--- config.mk ---
export PLATFORM = sky130hd
export DESIGN_NAME = sha1_byte_stream_hasher_flat
export DESIGN_NICKNAME = d
export VERILOG_FILES = /design/src/rtl/core/sha1_pkg.sv /design/src/rtl/core/sha1_if.sv /design/src/rtl/core/sha1_byte_stream_hasher.sv /design/src/rtl/core/sha1_dp.sv /design/src/rtl/core/sha1_ctrl.sv /design/src/flat_wrapper.sv
export VERILOG_INCLUDE_DIRS = /design/src /design/src/rtl/core
export SDC_FILE = /design/constraint.sdc
export NUM_CORES = 2
export LEC_CHECK = 0
export ABC_AREA = 1
export BUFFER_PORTS_ARGS = -buffer_cell sky130_fd_sc_hd__buf_2
export CORE_AREA = 3 3 433 435
export DETAILED_ROUTE_END_ITERATION = 8
export DIE_AREA = 0 0 436 438
export PLACE_DENSITY = 0.54
export SLEW_MARGIN = 20
export SYNTH_ARGS = -nofsm -noshare
export SYNTH_HDL_FRONTEND = slang
export SYNTH_HIERARCHICAL = 1
export SYNTH_SLANG_ARGS = --single-unit
export TNS_END_PERCENT = 30
--- constraint.sdc ---
create_clock -name clk_i -period 11.7 [get_ports clk_i]
set_input_delay 1.755 -clock clk_i [delete_from_list [all_inputs] [get_ports clk_i]]
set_output_delay 1.755 -clock clk_i [all_outputs]
set_load 0.02 [all_outputs]
--- src/rtl/core/assert_macros.svh ---
// Assertion macros of the SHA-1 hasher, included by its top level.
// Bodies fall away when SYNTHESIS is defined; no other dependencies.
`ifndef ASSERT_MACROS_SVH
`define ASSERT_MACROS_SVH

`ifndef SYNTHESIS
// Check prop at every rising edge of clk_i while rst_ni is high.
`define SHA1_ASSERT(lbl, prop) \
  lbl: assert property (@(posedge clk_i) disable iff (!rst_ni) prop) \
    else $error("sha1 assertion failed");
// Check prop at every rising edge of clk_i, reset included.
`define SHA1_ASSERT_ALWAYS(lbl, prop) \
  lbl: assert property (@(posedge clk_i) prop) \
    else $error("sha1 assertion failed");
`else
`define SHA1_ASSERT(lbl, prop)
`define SHA1_ASSERT_ALWAYS(lbl, prop)
`endif

`endif

--- src/rtl/core/sha1_pkg.sv ---
// Types and constants of the SHA-1 hasher: command and status structs,
// round constants and the initial vector. No dependencies.
`default_nettype none

package sha1_pkg;

  typedef enum logic [1:0] {
    SRC_MSG   = 2'd0,
    SRC_PAD80 = 2'd1,
    SRC_ZERO  = 2'd2,
    SRC_LEN   = 2'd3
  } byte_src_e;

  localparam logic [2:0] LAST_WORD = 3'd4;

  localparam logic [31:0] ROUND_K [4] = '{
    32'h5A827999, 32'h6ED9EBA1, 32'h8F1BBCDC, 32'hCA62C1D6
  };

  localparam logic [31:0] INIT_H [5] = '{
    32'h67452301, 32'hEFCDAB89, 32'h98BADCFE, 32'h10325476, 32'hC3D2E1F0
  };

  localparam logic [7:0] PAD_MARK = 8'h80;

  // Controller to datapath.
  typedef struct packed {
    logic      wr_byte;      // write one byte at the fill position
    byte_src_e byte_sel;     // where that byte comes from
    logic      count_byte;   // advance the message byte count
    logic      load_rounds;  // load a..e from the chaining value
    logic      round_en;     // run one compression round
    logic [1:0] round_phase; // which group of twenty rounds
    logic      add_chain;    // fold a..e into the chaining value
    logic      finish;       // back to the initial vector, clear counts
    logic [2:0] out_sel;     // digest word on the output
  } sha1_cmd_t;

  // Datapath to controller.
  typedef struct packed {
    logic fill_last;     // next byte fills the block
    logic fill_pad_end;  // fill position has reached the length field
  } sha1_sts_t;

endpackage

`default_nettype wire

--- src/rtl/core/sha1_if.sv ---
// Valid/ready channel interfaces of the SHA-1 hasher: byte requests in,
// digest words out. No dependencies.
`default_nettype none

interface sha1_req_if;
  logic       valid;
  logic       ready;
  logic [7:0] msg_byte;
  logic       carries_byte;
  logic       end_of_message;

  modport source (output valid, msg_byte, carries_byte, end_of_message, input ready);
  modport sink   (input valid, msg_byte, carries_byte, end_of_message, output ready);
endinterface

interface sha1_dig_if;
  logic        valid;
  logic        ready;
  logic [31:0] digest_word;
  logic [2:0]  word_position;
  logic        final_word;

  modport source (output valid, digest_word, word_position, final_word, input ready);
  modport sink   (input valid, digest_word, word_position, final_word, output ready);
endinterface

`default_nettype wire

--- src/rtl/core/sha1_byte_stream_hasher.sv ---
// SHA-1 byte-stream hasher, top level. Depends on sha1_pkg, sha1_if,
// sha1_ctrl, sha1_dp and assert_macros.svh.
// Byte requests are taken back to back while idle; the 64th byte of a block
// starts a compression (80 rounds, then the chaining add) that holds off
// requests. An end request adds padding, one or two compressions, five words.
// Reset (async, active low): chaining value to IV, counters and control zero.
`default_nettype none

`include "assert_macros.svh"

module sha1_byte_stream_hasher (
  input  wire logic  clk_i,
  input  wire logic  rst_ni,
  sha1_req_if.sink   req_i,
  sha1_dig_if.source dig_o
);
  import sha1_pkg::*;

  sha1_cmd_t   cmd;
  sha1_sts_t   sts;
  logic [31:0] digest_word;

  // Controller: owns the handshakes, the padding sequence and the round
  // counter; the datapath only obeys the command struct.
  sha1_ctrl u_ctrl (
    .clk_i       (clk_i),
    .rst_ni      (rst_ni),
    .req_valid_i (req_i.valid),
    .carries_i   (req_i.carries_byte),
    .end_i       (req_i.end_of_message),
    .req_ready_o (req_i.ready),
    .dig_valid_o (dig_o.valid),
    .dig_ready_i (dig_o.ready),
    .sts_i       (sts),
    .cmd_o       (cmd)
  );

  // Datapath: block window, round registers, chaining value and counts.
  sha1_dp u_dp (
    .clk_i         (clk_i),
    .rst_ni        (rst_ni),
    .cmd_i         (cmd),
    .msg_byte_i    (req_i.msg_byte),
    .sts_o         (sts),
    .digest_word_o (digest_word)
  );

  // Digest words come straight from the chaining registers, which hold
  // still while the output is stalled.
  assign dig_o.digest_word   = digest_word;
  assign dig_o.word_position = cmd.out_sel;
  assign dig_o.final_word    = (cmd.out_sel == LAST_WORD);

  // Never take a request while a digest word is on offer.
  `SHA1_ASSERT(a_no_overlap, !(req_i.ready && dig_o.valid))
  // A byte that fills the block must start a compression.
  `SHA1_ASSERT(a_full_starts, (cmd.wr_byte && sts.fill_last) |-> cmd.load_rounds)
  // After the last digest word goes, requests are taken again.
  `SHA1_ASSERT(a_back_idle,
    (dig_o.valid && dig_o.ready && dig_o.final_word) |=> req_i.ready)
  // Digest word index stays in range while offered.
  `SHA1_ASSERT(a_pos_range,
    dig_o.valid |-> (dig_o.word_position <= LAST_WORD))

endmodule

`default_nettype wire

--- src/rtl/core/sha1_dp.sv ---
// SHA-1 datapath: block store / schedule window, round registers, chaining
// value, byte and fill counters. Depends on sha1_pkg.
`default_nettype none

module sha1_dp (
  input  wire logic              clk_i,
  input  wire logic              rst_ni,
  input  wire sha1_pkg::sha1_cmd_t cmd_i,
  input  wire logic [7:0]        msg_byte_i,
  output sha1_pkg::sha1_sts_t    sts_o,
  output logic [31:0]            digest_word_o
);
  import sha1_pkg::*;

  // One 16-word window serves as block store while filling and as the
  // rolling schedule while compressing; each word is rewritten by its first
  // byte before it is read again.
  logic [3:0][7:0] sched_q [16];
  logic [31:0]     chain_q [5];
  logic [31:0]     a_q, b_q, c_q, d_q, e_q;
  logic [5:0]      fill_q;
  logic [60:0]     total_q;

  logic [7:0][7:0] len_bytes;
  logic [7:0]      byte_val;
  logic [31:0]     w_next, f_val, t_val;

  assign len_bytes = {total_q, 3'b000};

  always_comb begin
    unique case (cmd_i.byte_sel)
      SRC_MSG:   byte_val = msg_byte_i;
      SRC_PAD80: byte_val = PAD_MARK;
      SRC_ZERO:  byte_val = 8'h00;
      SRC_LEN:   byte_val = len_bytes[~fill_q[2:0]];
      default:   byte_val = 8'h00;
    endcase
  end

  assign w_next = {sched_q[13] ^ sched_q[8] ^ sched_q[2] ^ sched_q[0]};

  always_comb begin
    unique case (cmd_i.round_phase)
      2'd0:    f_val = (b_q & c_q) | (~b_q & d_q);
      2'd2:    f_val = (b_q & c_q) | (b_q & d_q) | (c_q & d_q);
      default: f_val = b_q ^ c_q ^ d_q;
    endcase
  end

  assign t_val = {a_q[26:0], a_q[31:27]} + f_val + e_q + sched_q[0]
               + ROUND_K[cmd_i.round_phase];

  // Window: byte writes while filling, shift while compressing.
  always_ff @(posedge clk_i) begin
    if (cmd_i.wr_byte) begin
      if (fill_q[1:0] == 2'd0) begin
        sched_q[fill_q[5:2]] <= {byte_val, 24'h000000};
      end else begin
        sched_q[fill_q[5:2]][~fill_q[1:0]] <= byte_val;
      end
    end else if (cmd_i.round_en) begin
      for (int i = 0; i < 15; i++) begin
        sched_q[i] <= sched_q[i+1];
      end
      sched_q[15] <= {w_next[30:0], w_next[31]};
    end
  end

  always_ff @(posedge clk_i or negedge rst_ni) begin
    if (!rst_ni) begin
      for (int i = 0; i < 5; i++) begin
        chain_q[i] <= INIT_H[i];
      end
      a_q     <= '0;
      b_q     <= '0;
      c_q     <= '0;
      d_q     <= '0;
      e_q     <= '0;
      fill_q  <= '0;
      total_q <= '0;
    end else begin
      if (cmd_i.wr_byte) begin
        fill_q <= fill_q + 6'd1;
      end
      if (cmd_i.count_byte) begin
        total_q <= total_q + 61'd1;
      end
      if (cmd_i.load_rounds) begin
        a_q <= chain_q[0];
        b_q <= chain_q[1];
        c_q <= chain_q[2];
        d_q <= chain_q[3];
        e_q <= chain_q[4];
      end else if (cmd_i.round_en) begin
        a_q <= t_val;
        b_q <= a_q;
        c_q <= {b_q[1:0], b_q[31:2]};
        d_q <= c_q;
        e_q <= d_q;
      end
      if (cmd_i.add_chain) begin
        chain_q[0] <= chain_q[0] + a_q;
        chain_q[1] <= chain_q[1] + b_q;
        chain_q[2] <= chain_q[2] + c_q;
        chain_q[3] <= chain_q[3] + d_q;
        chain_q[4] <= chain_q[4] + e_q;
      end else if (cmd_i.finish) begin
        for (int i = 0; i < 5; i++) begin
          chain_q[i] <= INIT_H[i];
        end
        total_q <= '0;
        fill_q  <= '0;
      end
    end
  end

  assign sts_o.fill_last    = (fill_q == 6'd63);
  assign sts_o.fill_pad_end = (fill_q == 6'd56);

  always_comb begin
    unique case (cmd_i.out_sel)
      3'd0:    digest_word_o = chain_q[0];
      3'd1:    digest_word_o = chain_q[1];
      3'd2:    digest_word_o = chain_q[2];
      3'd3:    digest_word_o = chain_q[3];
      3'd4:    digest_word_o = chain_q[4];
      default: digest_word_o = '0;
    endcase
  end

endmodule

`default_nettype wire

--- src/rtl/core/sha1_ctrl.sv ---
// SHA-1 controller: sequences byte intake, padding, the 80 rounds and the
// digest output. Depends on sha1_pkg.
`default_nettype none

module sha1_ctrl (
  input  wire logic            clk_i,
  input  wire logic            rst_ni,
  input  wire logic            req_valid_i,
  input  wire logic            carries_i,
  input  wire logic            end_i,
  output logic                 req_ready_o,
  output logic                 dig_valid_o,
  input  wire logic            dig_ready_i,
  input  wire sha1_pkg::sha1_sts_t sts_i,
  output sha1_pkg::sha1_cmd_t  cmd_o
);
  import sha1_pkg::*;

  localparam logic [2:0] S_IDLE   = 3'd0;
  localparam logic [2:0] S_PAD80  = 3'd1;
  localparam logic [2:0] S_PADZ   = 3'd2;
  localparam logic [2:0] S_PADLEN = 3'd3;
  localparam logic [2:0] S_COMP   = 3'd4;
  localparam logic [2:0] S_ADD    = 3'd5;
  localparam logic [2:0] S_OUT    = 3'd6;

  logic [2:0] state_q, state_d;
  logic [2:0] ret_q, ret_d;
  logic [1:0] phase_q, phase_d;
  logic [4:0] cnt_q, cnt_d;
  logic [2:0] pos_q, pos_d;

  always_comb begin
    state_d = state_q;
    ret_d   = ret_q;
    phase_d = phase_q;
    cnt_d   = cnt_q;
    pos_d   = pos_q;
    cmd_o   = '0;
    cmd_o.byte_sel    = SRC_MSG;
    cmd_o.round_phase = phase_q;
    cmd_o.out_sel     = pos_q;
    req_ready_o = 1'b0;
    dig_valid_o = 1'b0;
    unique case (state_q)
      S_IDLE: begin
        req_ready_o = 1'b1;
        if (req_valid_i) begin
          if (carries_i) begin
            cmd_o.wr_byte    = 1'b1;
            cmd_o.count_byte = 1'b1;
          end
          if (carries_i && sts_i.fill_last) begin
            cmd_o.load_rounds = 1'b1;
            state_d = S_COMP;
            ret_d   = end_i ? S_PAD80 : S_IDLE;
          end else if (end_i) begin
            state_d = S_PAD80;
          end
        end
      end
      S_PAD80: begin
        cmd_o.wr_byte  = 1'b1;
        cmd_o.byte_sel = SRC_PAD80;
        if (sts_i.fill_last) begin
          cmd_o.load_rounds = 1'b1;
          state_d = S_COMP;
          ret_d   = S_PADZ;
        end else begin
          state_d = S_PADZ;
        end
      end
      S_PADZ: begin
        if (sts_i.fill_pad_end) begin
          state_d = S_PADLEN;
        end else begin
          cmd_o.wr_byte  = 1'b1;
          cmd_o.byte_sel = SRC_ZERO;
          if (sts_i.fill_last) begin
            cmd_o.load_rounds = 1'b1;
            state_d = S_COMP;
            ret_d   = S_PADZ;
          end
        end
      end
      S_PADLEN: begin
        cmd_o.wr_byte  = 1'b1;
        cmd_o.byte_sel = SRC_LEN;
        if (sts_i.fill_last) begin
          cmd_o.load_rounds = 1'b1;
          state_d = S_COMP;
          ret_d   = S_OUT;
        end
      end
      S_COMP: begin
        cmd_o.round_en = 1'b1;
        if (cnt_q == 5'd19) begin
          cnt_d   = '0;
          phase_d = phase_q + 2'd1;
          if (phase_q == 2'd3) begin
            state_d = S_ADD;
          end
        end else begin
          cnt_d = cnt_q + 5'd1;
        end
      end
      S_ADD: begin
        cmd_o.add_chain = 1'b1;
        state_d = ret_q;
      end
      S_OUT: begin
        dig_valid_o = 1'b1;
        if (dig_ready_i) begin
          if (pos_q == LAST_WORD) begin
            cmd_o.finish = 1'b1;
            pos_d   = '0;
            state_d = S_IDLE;
          end else begin
            pos_d = pos_q + 3'd1;
          end
        end
      end
      default: state_d = S_IDLE;
    endcase
  end

  always_ff @(posedge clk_i or negedge rst_ni) begin
    if (!rst_ni) begin
      state_q <= S_IDLE;
      ret_q   <= S_IDLE;
      phase_q <= '0;
      cnt_q   <= '0;
      pos_q   <= '0;
    end else begin
      state_q <= state_d;
      ret_q   <= ret_d;
      phase_q <= phase_d;
      cnt_q   <= cnt_d;
      pos_q   <= pos_d;
    end
  end

endmodule

`default_nettype wire

--- src/flat_wrapper.sv ---
// flat-port wrapper written by rule: the top's interface ports become plain ports
module sha1_byte_stream_hasher_flat import sha1_pkg::*;
  (clk_i, rst_ni, req_i_valid, req_i_msg_byte, req_i_carries_byte, req_i_end_of_message, req_i_ready, dig_o_valid, dig_o_digest_word, dig_o_word_position, dig_o_final_word, dig_o_ready);
  sha1_req_if req_i_i ();
  sha1_dig_if dig_o_i ();
  input  wire logic clk_i;
  input  wire logic rst_ni;
  input wire logic [$bits(req_i_i.valid)-1:0] req_i_valid;
  input wire logic [$bits(req_i_i.msg_byte)-1:0] req_i_msg_byte;
  input wire logic [$bits(req_i_i.carries_byte)-1:0] req_i_carries_byte;
  input wire logic [$bits(req_i_i.end_of_message)-1:0] req_i_end_of_message;
  output wire logic [$bits(req_i_i.ready)-1:0] req_i_ready;
  output wire logic [$bits(dig_o_i.valid)-1:0] dig_o_valid;
  output wire logic [$bits(dig_o_i.digest_word)-1:0] dig_o_digest_word;
  output wire logic [$bits(dig_o_i.word_position)-1:0] dig_o_word_position;
  output wire logic [$bits(dig_o_i.final_word)-1:0] dig_o_final_word;
  input wire logic [$bits(dig_o_i.ready)-1:0] dig_o_ready;
  assign req_i_i.valid = req_i_valid;
  assign req_i_i.msg_byte = req_i_msg_byte;
  assign req_i_i.carries_byte = req_i_carries_byte;
  assign req_i_i.end_of_message = req_i_end_of_message;
  assign req_i_ready = req_i_i.ready;
  assign dig_o_valid = dig_o_i.valid;
  assign dig_o_digest_word = dig_o_i.digest_word;
  assign dig_o_word_position = dig_o_i.word_position;
  assign dig_o_final_word = dig_o_i.final_word;
  assign dig_o_i.ready = dig_o_ready;
  sha1_byte_stream_hasher u_core (.clk_i(clk_i), .rst_ni(rst_ni), .req_i(req_i_i), .dig_o(dig_o_i));
endmodule
==> impl_metrics.tcl <==
set metrics [dict create \
    hold_viol_final 0 \
    synth_cells 7506 \
    firstDrtPassIters 8 \
    crit_required_ps 12330 \
    synthArstFlopShare_pct 44.04 \
    crit_fanout 31 \
    final_core_util_pct 35.54 \
    finalCritPeriodShare_pct 50.49 \
    portBuffers 51 \
    worstPathArrival_ps 6530 \
    vias 50880 \
    yosysWarnings 6 \
    num_io_pins 52 \
    cts_tree "built" \
    rsz0062_at_grt "false" \
    grt_max_degree 237 \
    hp-class "reg2reg" \
    dieHeight_um 438 \
    endpoint "u_core/u_dp/a_q[17]" \
    ys.flop_type "edfxtp_1" \
    drv_slew 0 \
    worst_pin_slew_ps 1220 \
    avgSynthCellArea_um2 7.813 \
    htreeDepth 3 \
    ys_seq_area_share_pct 43.59 \
    syn_to_final_growth_pct 11.20 \
    die_w_um 436 \
    dp_hpwl_um 175900 \
    die_area_um2 191000 \
    worst-setup-path-type "reg2reg" \
    tns_ps 0 \
    synth_edf_count 512 \
    core_um2 183500 \
    endpoint_kind "flop" \
    fin_skew_ps 64.09 \
    cts_buffers 103 \
    gp_congestion 1.019 \
    rr_endpoint "u_core/u_dp/a_q[17]" \
    synthDistinctLibCells 59 \
    reg2reg_depth 24 \
    fin_crit_ps 5907 \
    layout.nets 7856 \
    grt_pass1_vias 49330 \
    clk_path_buf_depth 3 \
    max_freq_mhz 169.3 \
    clkTransAtPathRegs_ps 60 \
    clock_latency_ps 780 \
    via_per_inst 5.056 \
    rr_startpoint "u_core/u_ctrl/phase_q[1]" \
    critical_path.startpoint "u_core/u_ctrl/phase_q[1]" \
    final_cell_mix "nand2_1, inv_1, edfxtp_1" \
    reg2reg_slack_ps 5790 \
    slew_headroom_pct 18.66 \
    drive_above_1_share_pct 6.606 \
    drc 0 \
    drtAntennaViolNets 0 \
    row_count 157 \
    gr-total-overflow 0 \
    final.fill_count 19390 \
    layout_commonest_cell "nand2_1" \
    drv_cap 0 \
    cts.repair.resized 0 \
    dpl_worst_slack_ps 5837 \
    grtUsageTotal_pct 23.34 \
    cts.sink_count 915 \
    startpoint_type "flop" \
    postLayoutSetupSlackWorst_ps 5793 \
    grt_pass1_wl_um 333700 \
    hold_ws_ps 481.1 \
    cts_hold_buffers 0 \
    status "finished clean" \
    holdPathStages 2 \
    ys_seq_elements 915 \
    routed_wl_um 227200 \
    antenna_found_initial 2 \
    post-cts-setup-buffer-count 0 \
    antennaDiodeCount 0 \
    setup_viol 0 \
    cts.root.buffer_cell "clkbuf_16" \
    netlist_area_um2 58640 \
    synth_nets 7849 \
    drt_iter0_markers 5014 \
    wire_per_inst_um 22.57 \
    start_util_pct 31.96 \
]
## flip-flops by register name (all words and copies together) (netlist names), 6 cells and up
name,cells
u_core/u_dp/sched_q,512
u_core/u_dp/chain_q,160
u_core/u_dp/total_q,61
u_core/u_dp/a_q,32
u_core/u_dp/b_q,32
u_core/u_dp/c_q,32
u_core/u_dp/d_q,32
u_core/u_dp/e_q,32
u_core/u_dp/fill_q,6
## per-stage QoR
stage / area, µm² / instances
after floorplan: 58640 / 7506
after global placement: 61570 / 9872
after detailed placement: 61580 / 9872
after CTS: 65190 / 10060
after global routing: 65210 / 10060
final: 65210 / 10060
## routing by layer
metal | vias up | share of wire (%) | GRT usage, %
li1 | 24170 | - | -
met1 | 24590 | 42 | 30.33
met2 | 1686 | 46 | 37.77
met3 | 431 | 5.7 | 3.486
met4 | 4 | 6.1 | 11.92
met5 | - | 0.0092 | 0
## worst min path at each step
stage / endpoint / from / slack (ps)
after detailed placement: u_core/u_ctrl/ret_q[1] / u_core/u_ctrl/ret_q[1] / 500
after global routing: u_core/u_dp/sched_q[3][0] / u_core/u_dp/sched_q[4][0] / 530
after floorplan: u_core/u_ctrl/ret_q[1] / u_core/u_ctrl/ret_q[1] / 450
after CTS: u_core/u_ctrl/ret_q[1] / u_core/u_ctrl/ret_q[1] / 500
after global placement: u_core/u_ctrl/ret_q[1] / u_core/u_ctrl/ret_q[1] / 470
final: u_core/u_dp/sched_q[3][0] / u_core/u_dp/sched_q[4][0] / 480
## cell families after synthesis
group           synth area share (%)
flops                          43.59
simple gates                   26.15
compound gates                 10.39
xor+xnor                       2.270
buf+inv                        8.993
fa+ha+maj                      8.620
## synthesized netlist by cell type (all sizes together), types with 77 or more instances
cell type | instances | share of area (%)
nor2 | 498 | 3.4
a21oi | 256 | 2.2
a22oi | 95 | 1.2
fa | 125 | 4.3
xnor2 | 77 | 1.2
dfstp | 80 | 3.6
edfxtp | 512 | 26
nand2 | 2713 | 18
ha | 204 | 4.4
nand3 | 339 | 2.9
o22ai | 84 | 0.95
o21ai | 398 | 3.5
clkbuf | 162 | 1.0
dfrtp | 323 | 14
inv | 1115 | 7.1
## critical path, cell delays in order (launching register included)
cell	delay [ps]
dfrtp_1	680
ha_1	540
inv_1	80
buf_4	270
nand2_1	200
buf_4	370
o22ai_1	130
nor2_1	160
fa_1	450
fa_1	550
fa_1	420
inv_1	70
ha_1	260
inv_1	90
fa_1	460
inv_1	120
nand3_1	70
nand3_1	210
nand2_1	90
nand3_1	170
nand2_1	110
nand2_1	70
nand2_1	40
nand3_1	70
nand2_1	60
## area by class of cell
cell class | instances | area, µm² | area share [%]
clock inverter | 51 | 762.0 | 1.168
clock buffer | 140 | 2849 | 4.369
multi-input combinational | 5245 | 27890 | 42.76
inverter | 1118 | 4203 | 6.445
sequential | 915 | 25560 | 39.19
timing repair buffer | 130 | 870.8 | 1.335
tap | 2464 | 3083 | 4.728
Power is left out: the tool's default activity adds up to more than one toggle a clock period on the data nets, which glitch-free logic cannot reach.
